**config.mk**
```make
export PLATFORM = sky130hd
export DESIGN_NAME = led_pixel_buffer_order_scale_unit
export DESIGN_NICKNAME = d
export VERILOG_FILES = /design/src/rtl/lpbos_pkg.sv /design/src/rtl/led_pixel_buffer_order_scale_unit.sv
export VERILOG_INCLUDE_DIRS = /design/src /design/src/rtl
export SDC_FILE = /design/constraint.sdc
export NUM_CORES = 2
export LEC_CHECK = 0
export ABC_CLOCK_PERIOD_IN_PS = 4570
export BUFFER_PORTS_ARGS = -buffer_cell sky130_fd_sc_hd__buf_2
export CORE_UTILIZATION = 57
export CTS_CLUSTER_DIAMETER = 200
export DETAILED_ROUTE_END_ITERATION = 12
export HOLD_SLACK_MARGIN = 0.15
export PLACE_DENSITY = 0.76
export SETUP_SLACK_MARGIN = 0.2
export SYNTH_ARGS = -nofsm -noshare
export SYNTH_HDL_FRONTEND = slang
export SYNTH_SLANG_ARGS = --single-unit
```
**constraint.sdc**
```tcl
create_clock -name clk -period 4.57 [get_ports clk]
set_input_delay 0.457 -clock clk [delete_from_list [all_inputs] [get_ports clk]]
set_output_delay 0.457 -clock clk [all_outputs]
set_load 0.03 [all_outputs]
```
**src/rtl/led_pixel_buffer_order_scale_unit_defines.svh**
```systemverilog
// Assertion macros for the LED pixel buffer unit.
// Depends on nothing; users must provide clk and rst_n in scope.
`ifndef LED_PIXEL_BUFFER_ORDER_SCALE_UNIT_DEFINES_SVH
`define LED_PIXEL_BUFFER_ORDER_SCALE_UNIT_DEFINES_SVH
`ifndef NO_ASSERTIONS
// Same-cycle property check, disabled while in reset
`define LPB_ASSERT(lbl, prop, msg) \
  lbl: assert property (@(posedge clk) disable iff (!rst_n) (prop)) else $error(msg);
// Next-cycle implication check, disabled while in reset
`define LPB_ASSERT_NEXT(lbl, ante, cons, msg) \
  lbl: assert property (@(posedge clk) disable iff (!rst_n) (ante) |=> (cons)) else $error(msg);
`else
`define LPB_ASSERT(lbl, prop, msg)
`define LPB_ASSERT_NEXT(lbl, ante, cons, msg)
`endif
`endif

```
**src/rtl/lpbos_pkg.sv**
```systemverilog
// Package for the LED pixel buffer unit: sizes, codes, result type and
// byte helpers. Depends on nothing.
`timescale 1ns / 1ps
`default_nettype none
package lpbos_pkg;

  localparam int MAX_PIXELS = 64;
  localparam int PIX_AW     = $clog2(MAX_PIXELS);
  localparam int CNT_W      = 7;

  localparam logic [CNT_W-1:0] MAX_PIX_CNT = CNT_W'(MAX_PIXELS);

  // Register reset values
  localparam logic [7:0]       COLOR_ORDER_RST = 8'd82;
  localparam logic [CNT_W-1:0] PIXEL_COUNT_RST = 7'd16;
  localparam logic [7:0]       BRIGHTNESS_RST  = 8'd0;

  localparam logic [7:0] BYTE_MAX = 8'hFF;
  localparam logic [1:0] LANE_MASK = 2'b11;

  // Channel slots, numbered by position in the packed colour
  localparam int CH_B = 0;
  localparam int CH_G = 1;
  localparam int CH_R = 2;
  localparam int CH_W = 3;

  localparam int DIV_STEPS = 8;
  localparam int DIV_CW    = $clog2(DIV_STEPS);

  typedef enum logic [1:0] {
    KIND_WRITE = 2'd0,
    KIND_READ  = 2'd1,
    KIND_CLEAR = 2'd2
  } kind_t;

  typedef enum logic {
    RES_WRITE = 1'b0,
    RES_READ  = 1'b1
  } res_kind_t;

  typedef enum logic [1:0] {
    CFG_COLOR_ORDER = 2'd0,
    CFG_PIXEL_COUNT = 2'd1,
    CFG_BRIGHTNESS  = 2'd2
  } cfg_idx_t;

  typedef enum logic [2:0] {
    ST_IDLE,
    ST_WR,
    ST_RD,
    ST_DIV,
    ST_RDONE,
    ST_CLR
  } state_t;

  typedef struct packed {
    logic        result_kind;
    logic [15:0] byte_offset;
    logic [8:0]  byte_count;
    logic [7:0]  byte_zero;
    logic [7:0]  byte_one;
    logic [7:0]  byte_two;
    logic [7:0]  byte_three;
    logic [31:0] packed_color;
  } res_t;

  // Byte of a slot at a device lane
  function automatic logic [7:0] get_byte(input logic [31:0] slot, input logic [1:0] lane);
    logic [31:0] sh;
    sh = slot >> {lane & LANE_MASK, 3'b000};
    return sh[7:0];
  endfunction

  // Replace one byte of a slot
  function automatic logic [31:0] put_byte(input logic [31:0] slot, input logic [1:0] lane,
                                           input logic [7:0] v);
    logic [31:0] mask;
    mask = {24'b0, BYTE_MAX} << {lane & LANE_MASK, 3'b000};
    return (slot & ~mask) | ({24'b0, v} << {lane & LANE_MASK, 3'b000});
  endfunction

  // x*b>>8, or x untouched when brightness is zero
  function automatic logic [7:0] scale_down(input logic [7:0] x, input logic [7:0] b);
    logic [15:0] prod;
    prod = {8'b0, x} * {8'b0, b};
    return (b == 8'd0) ? x : prod[15:8];
  endfunction

endpackage
`default_nettype wire

```
**src/rtl/led_pixel_buffer_order_scale_unit.sv**
```systemverilog
// LED pixel buffer with colour-order mapping and brightness scaling; uses lpbos_pkg.
// Path from acceptance to registered result: write via ST_WR, clear via ST_CLR,
// out-of-range read via ST_RDONE, in-range read via ST_RD, then ST_DIV (8-step
// divider) unless brightness is 0, then ST_RDONE. One request in flight, input
// stalled while busy or held by out_stall; out-of-range writes give no result.
// Reset (synchronous, rst_n low): registers to defaults, pixel valid flags cleared.
`timescale 1ns / 1ps
`default_nettype none
`include "led_pixel_buffer_order_scale_unit_defines.svh"
module led_pixel_buffer_order_scale_unit
  import lpbos_pkg::*;
(
  input  wire logic        clk,
  input  wire logic        rst_n,
  // configuration port
  input  wire logic        cfg_write_en,
  input  wire logic [1:0]  cfg_index,
  input  wire logic [7:0]  cfg_data,
  // request channel
  input  wire logic        in_valid,
  output logic             in_stall,
  input  wire logic [1:0]  in_kind,
  input  wire logic [15:0] in_pixel_index,
  input  wire logic [7:0]  in_red,
  input  wire logic [7:0]  in_green,
  input  wire logic [7:0]  in_blue,
  input  wire logic [7:0]  in_white,
  // result channel
  output logic             out_valid,
  input  wire logic        out_stall,
  output logic             out_result_kind,
  output logic [15:0]      out_byte_offset,
  output logic [8:0]       out_byte_count,
  output logic [7:0]       out_byte_zero,
  output logic [7:0]       out_byte_one,
  output logic [7:0]       out_byte_two,
  output logic [7:0]       out_byte_three,
  output logic [31:0]      out_packed_color
);

  // Configuration registers
  logic [7:0]       color_order_r;
  logic [CNT_W-1:0] pixel_count_r;
  logic [7:0]       brightness_r;

  always_ff @(posedge clk) begin
    if (!rst_n) begin
      color_order_r <= COLOR_ORDER_RST;
      pixel_count_r <= PIXEL_COUNT_RST;
      brightness_r  <= BRIGHTNESS_RST;
    end else if (cfg_write_en) begin
      unique case (cfg_index)
        CFG_COLOR_ORDER: color_order_r <= cfg_data;
        CFG_PIXEL_COUNT: pixel_count_r <= cfg_data[CNT_W-1:0];
        CFG_BRIGHTNESS:  brightness_r  <= cfg_data;
        default: ;
      endcase
    end
  end

  // Decoded configuration
  logic [1:0]       lane [4];
  logic             rgb_mode;
  logic [CNT_W-1:0] used_pixels;
  logic [2:0]       bpp;

  assign lane[CH_W]  = color_order_r[7:6];
  assign lane[CH_R]  = color_order_r[5:4];
  assign lane[CH_G]  = color_order_r[3:2];
  assign lane[CH_B]  = color_order_r[1:0];
  assign rgb_mode    = (lane[CH_W] == lane[CH_R]);
  assign used_pixels = (pixel_count_r > MAX_PIX_CNT) ? MAX_PIX_CNT : pixel_count_r;
  assign bpp         = rgb_mode ? 3'd3 : 3'd4;

  // Control state
  state_t             state_r, state_nxt;
  logic [DIV_CW-1:0]  div_cnt_r;
  logic               out_valid_r;
  res_t               out_res_r;
  logic [MAX_PIXELS-1:0] valid_r;

  logic accept, in_range, out_free;
  logic out_load, mem_re, mem_we, valid_clr;
  res_t res_nxt;

  assign in_stall = (state_r != ST_IDLE);
  assign accept   = in_valid && !in_stall;
  assign in_range = (in_pixel_index < 16'(used_pixels));
  assign out_free = !out_valid_r || !out_stall;

  // Datapath registers
  logic [PIX_AW-1:0] idx_r;
  logic [7:0]        sc_r   [4];
  logic [7:0]        rem_r  [4];
  logic [7:0]        quot_r [4];
  logic [3:0]        sat_r;

  // Pixel store
  logic [31:0] mem [MAX_PIXELS];
  logic [31:0] rdata_r;
  logic [31:0] slot_cur;
  logic [31:0] wr_slot;

  always_ff @(posedge clk) begin
    if (mem_we) begin
      mem[idx_r] <= wr_slot;
    end
    if (mem_re) begin
      rdata_r <= mem[in_pixel_index[PIX_AW-1:0]];
    end
  end

  // Unwritten or cleared entries read as zero
  assign slot_cur = valid_r[idx_r] ? rdata_r : 32'd0;

  always_ff @(posedge clk) begin
    if (!rst_n || valid_clr) begin
      valid_r <= '0;
    end else if (mem_we) begin
      valid_r[idx_r] <= 1'b1;
    end
  end

  // Merge scaled components into the slot, W first (skipped in RGB mode), B last
  logic [31:0] m_w, m_r, m_g;
  always_comb begin
    m_w     = rgb_mode ? slot_cur : put_byte(slot_cur, lane[CH_W], sc_r[CH_W]);
    m_r     = put_byte(m_w, lane[CH_R], sc_r[CH_R]);
    m_g     = put_byte(m_r, lane[CH_G], sc_r[CH_G]);
    wr_slot = put_byte(m_g, lane[CH_B], sc_r[CH_B]);
  end

  // Result candidates
  res_t wr_res, rd_res, clr_res;
  logic [7:0] rd_comp [4];
  logic [9:0] clr_len;

  always_comb begin
    wr_res              = '0;
    wr_res.result_kind  = RES_WRITE;
    wr_res.byte_offset  = rgb_mode ? (16'({idx_r, 1'b0}) + 16'(idx_r)) : 16'({idx_r, 2'b00});
    wr_res.byte_count   = 9'(bpp);
    wr_res.byte_zero    = wr_slot[7:0];
    wr_res.byte_one     = wr_slot[15:8];
    wr_res.byte_two     = wr_slot[23:16];
    wr_res.byte_three   = rgb_mode ? 8'd0 : wr_slot[31:24];

    for (int i = 0; i < 4; i++) begin
      rd_comp[i] = sat_r[i] ? BYTE_MAX : quot_r[i];
    end
    rd_res              = '0;
    rd_res.result_kind  = RES_READ;
    rd_res.packed_color = {rgb_mode ? 8'd0 : rd_comp[CH_W], rd_comp[CH_R],
                           rd_comp[CH_G], rd_comp[CH_B]};

    clr_len             = 10'(used_pixels) * 10'(bpp);
    clr_res             = '0;
    clr_res.result_kind = RES_WRITE;
    clr_res.byte_count  = clr_len[8:0];
  end

  // Next state and control
  always_comb begin
    state_nxt = state_r;
    out_load  = 1'b0;
    res_nxt   = wr_res;
    mem_re    = 1'b0;
    mem_we    = 1'b0;
    valid_clr = 1'b0;
    unique case (state_r)
      ST_IDLE: begin
        if (accept) begin
          unique case (in_kind)
            KIND_WRITE: begin
              if (in_range) begin
                mem_re    = 1'b1;
                state_nxt = ST_WR;
              end
            end
            KIND_READ: begin
              mem_re    = in_range;
              state_nxt = in_range ? ST_RD : ST_RDONE;
            end
            KIND_CLEAR: begin
              valid_clr = 1'b1;
              state_nxt = ST_CLR;
            end
            default: ;
          endcase
        end
      end
      ST_WR: begin
        if (out_free) begin
          mem_we    = 1'b1;
          out_load  = 1'b1;
          res_nxt   = wr_res;
          state_nxt = ST_IDLE;
        end
      end
      ST_RD: begin
        state_nxt = (brightness_r == 8'd0) ? ST_RDONE : ST_DIV;
      end
      ST_DIV: begin
        if (div_cnt_r == DIV_CW'(DIV_STEPS - 1)) begin
          state_nxt = ST_RDONE;
        end
      end
      ST_RDONE: begin
        if (out_free) begin
          out_load  = 1'b1;
          res_nxt   = rd_res;
          state_nxt = ST_IDLE;
        end
      end
      ST_CLR: begin
        if (out_free) begin
          out_load  = 1'b1;
          res_nxt   = clr_res;
          state_nxt = ST_IDLE;
        end
      end
      default: state_nxt = ST_IDLE;
    endcase
  end

  // State, divider counter and output valid
  always_ff @(posedge clk) begin
    if (!rst_n) begin
      state_r     <= ST_IDLE;
      div_cnt_r   <= '0;
      out_valid_r <= 1'b0;
    end else begin
      state_r <= state_nxt;
      if (state_r == ST_DIV) begin
        div_cnt_r <= div_cnt_r + 1'b1;
      end else begin
        div_cnt_r <= '0;
      end
      if (out_load) begin
        out_valid_r <= 1'b1;
      end else if (!out_stall) begin
        out_valid_r <= 1'b0;
      end
    end
  end

  // Slot bytes per channel, and one restoring-division step per lane
  logic [7:0] rd_byte  [4];
  logic [8:0] rem2     [4];
  logic [3:0] step_ge;
  always_comb begin
    for (int i = 0; i < 4; i++) begin
      rd_byte[i] = get_byte(slot_cur, lane[i]);
      rem2[i]    = {rem_r[i], 1'b0};
      step_ge[i] = (rem2[i] >= {1'b0, brightness_r});
    end
  end

  // Datapath: request capture, read setup, divider iterations
  always_ff @(posedge clk) begin
    if (accept) begin
      idx_r      <= in_pixel_index[PIX_AW-1:0];
      sc_r[CH_W] <= scale_down(in_white, brightness_r);
      sc_r[CH_R] <= scale_down(in_red, brightness_r);
      sc_r[CH_G] <= scale_down(in_green, brightness_r);
      sc_r[CH_B] <= scale_down(in_blue, brightness_r);
      sat_r      <= '0;
      for (int i = 0; i < 4; i++) begin
        quot_r[i] <= 8'd0;
      end
    end else if (state_r == ST_RD) begin
      for (int i = 0; i < 4; i++) begin
        rem_r[i] <= rd_byte[i];
        if (brightness_r == 8'd0) begin
          quot_r[i] <= rd_byte[i];
          sat_r[i]  <= 1'b0;
        end else begin
          quot_r[i] <= 8'd0;
          sat_r[i]  <= (rd_byte[i] >= brightness_r);
        end
      end
    end else if (state_r == ST_DIV) begin
      for (int i = 0; i < 4; i++) begin
        rem_r[i]  <= step_ge[i] ? 8'(rem2[i] - {1'b0, brightness_r}) : rem2[i][7:0];
        quot_r[i] <= {quot_r[i][6:0], step_ge[i]};
      end
    end
  end

  // Output register
  always_ff @(posedge clk) begin
    if (out_load) begin
      out_res_r <= res_nxt;
    end
  end

  assign out_valid        = out_valid_r;
  assign out_result_kind  = out_res_r.result_kind;
  assign out_byte_offset  = out_res_r.byte_offset;
  assign out_byte_count   = out_res_r.byte_count;
  assign out_byte_zero    = out_res_r.byte_zero;
  assign out_byte_one     = out_res_r.byte_one;
  assign out_byte_two     = out_res_r.byte_two;
  assign out_byte_three   = out_res_r.byte_three;
  assign out_packed_color = out_res_r.packed_color;

  // Checks
  `LPB_ASSERT_NEXT(a_wr_done, (state_r == ST_WR) && out_free,
                   (state_r == ST_IDLE) && out_valid_r, "write did not complete")
  `LPB_ASSERT_NEXT(a_div_runs, (state_r == ST_DIV) && (div_cnt_r != DIV_CW'(DIV_STEPS - 1)),
                   state_r == ST_DIV, "divider left early")
  `LPB_ASSERT_NEXT(a_clear_flags, accept && (in_kind == KIND_CLEAR), valid_r == '0,
                   "clear left valid flags set")
  `LPB_ASSERT(a_read_fields,
              (out_valid_r && (out_res_r.result_kind == RES_READ)) |->
              ((out_res_r.byte_count == 9'd0) && (out_res_r.byte_offset == 16'd0)),
              "read result with write fields")

endmodule
`default_nettype wire
```
Word-level counts from Yosys, hierarchy flattened:

Memories as Yosys holds them, arrays and structs flattened. A register that Yosys moved wholly into a read port is not among the register bits.
Index checks and enable logic that the tools add are counted.

* flip-flop bits (word level): 194
* bits in writable memories: 2144
* memories: 4
* word-level logic and storage cells: 206

* $lt $le $gt $ge: 12
* reductions and logical operators: 19
* add/sub/neg operators: 6
* muxes and demuxes: 85
* bitwise gates (word level): 29
* multipliers: 5
* equal/unequal tests: 17
* shifts and indexed selects: 12

Memories
* mem: depth 64, width 32, read ports 1, clocked after memory_dff 1, wr ports 1, line led_pixel_buffer_order_scale_unit.sv:99 `logic [31:0] mem [MAX_PIXELS];`
* quot_r: depth 4, width 8, read ports 4, clocked after memory_dff 0, wr ports 4, line led_pixel_buffer_order_scale_unit.sv:95 `logic [7:0] quot_r [4];`
* rem_r: depth 4, width 8, read ports 4, clocked after memory_dff 0, wr ports 4, line led_pixel_buffer_order_scale_unit.sv:94 `logic [7:0] rem_r [4];`
* sc_r: depth 4, width 8, read ports 4, clocked after memory_dff 0, wr ports 4, line led_pixel_buffer_order_scale_unit.sv:93 `logic [7:0] sc_r [4];`

Operators with widths (count)
* two-way mux 8 bit: 31
* case mux 90 bit (2 select lines): 1
* AND 32 bit: 4
* NOT 32 bit: 4
* bitwise OR 32 bit: 4
* left shift 8 x 5 -> 32 bit: 4
* left shift 8 x 5 -> 32 bit (first input constant): 4
* >> shifter 32 x 5 -> 8 bit: 4
* two-way mux 90 bit: 1
* two-way mux 81 bit: 1
* multiplier 8 x 8 -> 16 bit: 4
* two-way mux 32 bit: 2
* bitwise OR 64 bit: 1
* >= comparator 9 x 8 -> 1 bit: 4
* two-way mux 1 bit: 36
* >= comparator 8 bit: 4
* subtractor 8 bit: 4
* two-way mux 3 bit: 7
* < comparator 16 x 7 -> 1 bit: 1
* bitwise OR 1 bit: 16
* case mux 3 bit (4 select lines): 1
* == test 3 bit (second input constant): 3
* multiplier 7 x 3 -> 9 bit: 1
* case mux 3 bit (3 select lines): 1
* 28 further kinds: 42

Longest topological paths before layout:

* depth in word-level cells: 15
* mapped depth: 18
* mapped depth without buffers: 16

Worst setup path after synthesis:

OpenSTA, ideal clock, no wires.

* path type: input -> register
* from: in out_stall
* to: reg out_res_r (netlist bit out_byte_count[0]), enable pin
* arrival: 4.353 ns
* setup slack: -0.315 ns
* cell stages on the path: 2
* buffers on the path: 0
* setup time: 0.532 ns
* cell sequence: a21oi_1 nor2b_1

* word-level cells in the longest chain between the ends: 4

Ends and longest elaborated chain
* start, declared: line led_pixel_buffer_order_scale_unit.sv:30 `input wire logic out_stall,`
* zero test 1 bit
* logical OR 1 bit: line led_pixel_buffer_order_scale_unit.sv:89 `assign out_free = !out_valid_r || !out_stall;`
* two-way mux 1 bit: line led_pixel_buffer_order_scale_unit.sv:193, led_pixel_buffer_order_scale_unit.sv:209, led_pixel_buffer_order_scale_unit.sv:216
* two-way mux 1 bit
* named net out_load: line led_pixel_buffer_order_scale_unit.sv:83 `logic out_load, mem_re, mem_we, valid_clr;`
* end signal, assigned: line led_pixel_buffer_order_scale_unit.sv:293 `out_res_r <= res_nxt;`
* end, declared: line led_pixel_buffer_order_scale_unit.sv:79 `res_t out_res_r;`

The timed path passes the listed nets, and every way through them passes these cells.
A chain may end at the register's enable or synchronous reset.

==> impl_results.md <==
- Syn-to-layout area delta: 13.9%
- Sequence of cells on the critical path: buf_6, nand2_4, fa_1, fa_1, inv_1, fa_1, fa_1, ha_4, a21o_1, a221oi_4, buf_4, buf_4, buf_6, o21bai_4, a211oi_2, o21ai_1
- Clock latency on the worst-skew pair: 0.89 ns
- Post-synth EDFFs: 2,264
- PnR worst setup slack: roughly 0.14 ns
- Min-Delay Path Depth: 4
- Met3 GRT Util: ~5.5%
- Met1 usage: between 30% and 40%
- RSZ-0062 raised after global routing: yes
- Largest delay share family, worst path: adder cells
- Gr busiest metal: met2
- H-tree lvl count: 4
- Mux share of post-synthesis cell area: between 10% and 20%
- GRT met2 Usage: between 50% and 60%
- HPWL Detailed: 163,000 µm
- Final min period: around 4.4 ns
- WP depth: 16
- Register area share after synthesis: between 60 and 70%
- Vias/cell: about 6.7
- Worst slew pin tran: roughly 1.1 ns
- Largest net degree at the start of global routing: a little over 70
- First-pass GRT wire length: ~400,000 µm
- Largest family of logic cells by synthesized area: multiplexers
- Compound-cell area share of the yosys netlist: under 10%
- CTS max path bufs: 3
- Crit path DAT: 5.04 ns
- Clock Skew: 0.0464 ns
- Horiz. Die Dim: roughly 430 µm
- VDD IR max: between 0.4 and 0.5 mV
- Post-route DRC: 0
- # IOs: 157
- FMAX: 226 MHz
- GRT Total Usage: 31.0%
- Placement Setup Slack: -0.194 ns
- Setup CP Type: reg -> reg
- Setup crit end kind: flip-flop
- Yosys reg bits: around 2,400
- Core Area: roughly 0.18 mm²
- Fillers: roughly 11,000
- Startpoint type of the worst setup path: flip-flop
- Root Driver: clkbuf_16
- Count of cell types in the netlist: between 70 and 80
- Clock transition at the registers of the reported paths: ~0.07 ns
- R2R cell count: 16
- Most frequent CP cell: fa_1
- Total wire length: 279,000 µm
- Buffers on Ports: between 100 and 150
- Layout cell share with drive strength beyond 1: between 20% and 30%
- Area share of xor/xnor cells in the synthesized design: less than 1%
- Vias: between 50,000 and 60,000
- Async SR Flop Fraction: 0%
- Die area: about 0.18 mm²
- Top-area cell type share of the netlist area: ~66%
- Gpl congestion: 0.943
- Final instance area: approximately 0.12 mm²
- Routed len/inst: around 33 µm
- Data required, critical path: roughly 5.2 ns
- Hold Violations, Final: 0
- NumNets Final: 6,315
- Final setup vio count: 0
- Simple-gate share of the synthesized area: 4.05%
- Yosys top cell by area: edfxtp_1
- DRT antenna net count: 0
- Fin. max-slew vios: 0
- Placement Cell Area: 0.109 mm²
- Max-cap violations: 0
- CTS tree: built
- Pleak: approximately 40 nW
- Worst Hold Class: in -> reg
- Post-synthesis instance total: between 5,000 and 6,000
- Starting density of the core: between 50% and 60%
- Initial antenna violation count: 13
- Mapped Area: around 0.10 mm²
- TritonCTS Sinks: 2,362
- Max incr delay on CP: 0.55 ns
- Drt first pass iters: 6
- Post-Synth Adder-Cell Area: 5.70%
- Site row count: around 160
- Pwr Density: 447 mW/mm²
- CTS buffer count: 220
- Yosys warns: 0
- Vias in the first global route: around 57,000
- Die Ht: ~430 µm
- Bufs and invs on worst path: 5
- Synth Area per Inst: about 19 µm²
- Post-synth top flop: edfxtp_1
- Worst path slowest cell: fa_1
- Ranking of synthesized cells by area: edfxtp_1 (66%), mux4_2 (15%), fa_1 (2.9%)
- Final period utilization: 96.9%
- Status: finished, final reports clean
- Initial drt markers: 7,585
- Grt ovf: 0
- Slew Limit Headroom: approximately a quarter
- CP Max Fanout: 7
==> sequential cells by signal, summed over array words and instances (netlist names), 3 cells and up <==
name              count
mem                2048
valid_r              64
out_packed_color     32
quot_r               32
rdata_r              32
rem_r                32
sc_r                 32
out_byte_count        9
brightness_r          8
color_order_r         8
out_byte_offset       8
out_byte_one          8
out_byte_three        8
out_byte_two          8
out_byte_zero         8
pixel_count_r         7
idx_r                 6
sat_r                 4
div_cnt_r             3
state_r               3
==> worst reg2reg max path: cells and delay by family (launching register included) <==
kind            cells  cell delay [ns]
fa+ha+maj           5             2.26
flops               1             0.42
simple gates        1             0.05
buf+inv             5             0.58
compound gates      5             0.89
==> area by class of cell <==
cell class	count	area (µm²)	area share (%)
clock buffer	269	5700	4.87
clock inverter	133	1390	1.19
timing repair buffer	482	4310	3.68
inverter	207	777	0.663
tap	2355	2950	2.52
multi-input combinational	2597	32000	27.4
antenna	2	5.00	0.00427
sequential	2362	70000	59.7
==> final timing paths <==
check | from | to | slack [ns]
worst max-delay path | brightness_r[2] | sc_r[3][3] | 0.14
worst min-delay path | in_white[1] | sc_r[3][1] | 0.20
worst max register to register | brightness_r[2] | sc_r[3][3] | 0.14
worst min register to register | div_cnt_r[0] | div_cnt_r[0] | 0.45
==> synth_stat cells, types with 21 or more instances <==
cell type  instances
ha_1             233
edfxtp_1        2264
mux2i_1           54
a31oi_1           40
nor3_1            50
clkbuf_1         171
buf_1             43
xnor2_1           33
mux4_2           703
nand3_1           31
fa_1             147
o21a_1            93
a221o_1           32
buf_4             24
nand2_1          191
and2_1           224
nor2_1           252
nand2b_1          21
a21oi_1           69
a21o_1            33
mux2_2            41
inv_1            206
dfxtp_1           98
buf_2             49
o21ai_0          101
o22ai_1           42
==> per-stage QoR <==
step	power [mW]	cells	hold slack (ns)	utilization (%)	TNS, ns
final	52.4	8407	0.199	65.5	0
after global routing	53.7	8406	0.203	65.5	-0.0567
after CTS	52.4	8385	0.154	65.2	0
after detailed placement	34.4	7920	0.434	60.8	-1.12
after global placement	34.1	7920	0.425	60.8	-0.400
after floorplan	31.3	5458	0.408	-	0
==> cell usage in the layout (no fill, tap or decap), types with 20 or more instances in the layout <==
cell	synthesis	final
buf_2	49	143
clkinv_1	1	45
nand3_1	31	31
clkbuf_16	0	221
inv_1	206	201
a22o_1	20	20
bufinv_16	0	20
o22ai_1	42	42
nand2b_1	21	21
a21oi_1	69	60
a221o_1	32	32
edfxtp_1	2264	2264
xnor2_1	33	26
o21ai_0	101	90
fa_1	147	138
nand2_1	191	187
mux4_2	703	703
dfxtp_1	98	91
mux2_2	41	41
dlygate4sd3_1	0	48
clkinv_2	0	33
and2_1	224	217
nor2_1	252	155
buf_12	0	65
mux2i_1	54	54
a31oi_1	40	40
nor2_4	0	97
a21o_1	33	33
buf_4	24	204
o21a_1	93	93
ha_1	233	221
clkbuf_1	171	48
nor3_1	50	50
==> cell families after synthesis <==
logic type,count (synthesis)
adder cells (fa/ha/maj),380
AND/OR/NAND/NOR,852
other,1
XOR/XNOR,44
flip-flops,2362
multiplexers,798
buffers and inverters,499
AO/OA/AOI/OAI,515
==> report_power, final <==
| group | internal, mW | switching, mW |
|---|---|---|
| clock network | 10.1 | 8.13 |
| registers | 26.1 | 0.513 |
| logic | 2.11 | 5.48 |
==> repair_timing <==
action / 4_1_cts / 5_1_grt
endpoints found under the hold margin: 64 / 0
pin swaps: 42 / 38
hold buffers: 48 / 0
setup endpoints to repair: 29 / 31
setup buffers: 15 / 19
resized for setup: 36 / 76
cloned: 0 / 1
==> per-layer routing <==
metal  vias up  share of wire, %
li1      22700                 -
met4        12               5.5
met2      3628                50
met1     29100                35
met3       807               9.3
met5         -             0.032
No activity file was read; power rests on OpenSTA's default activity.
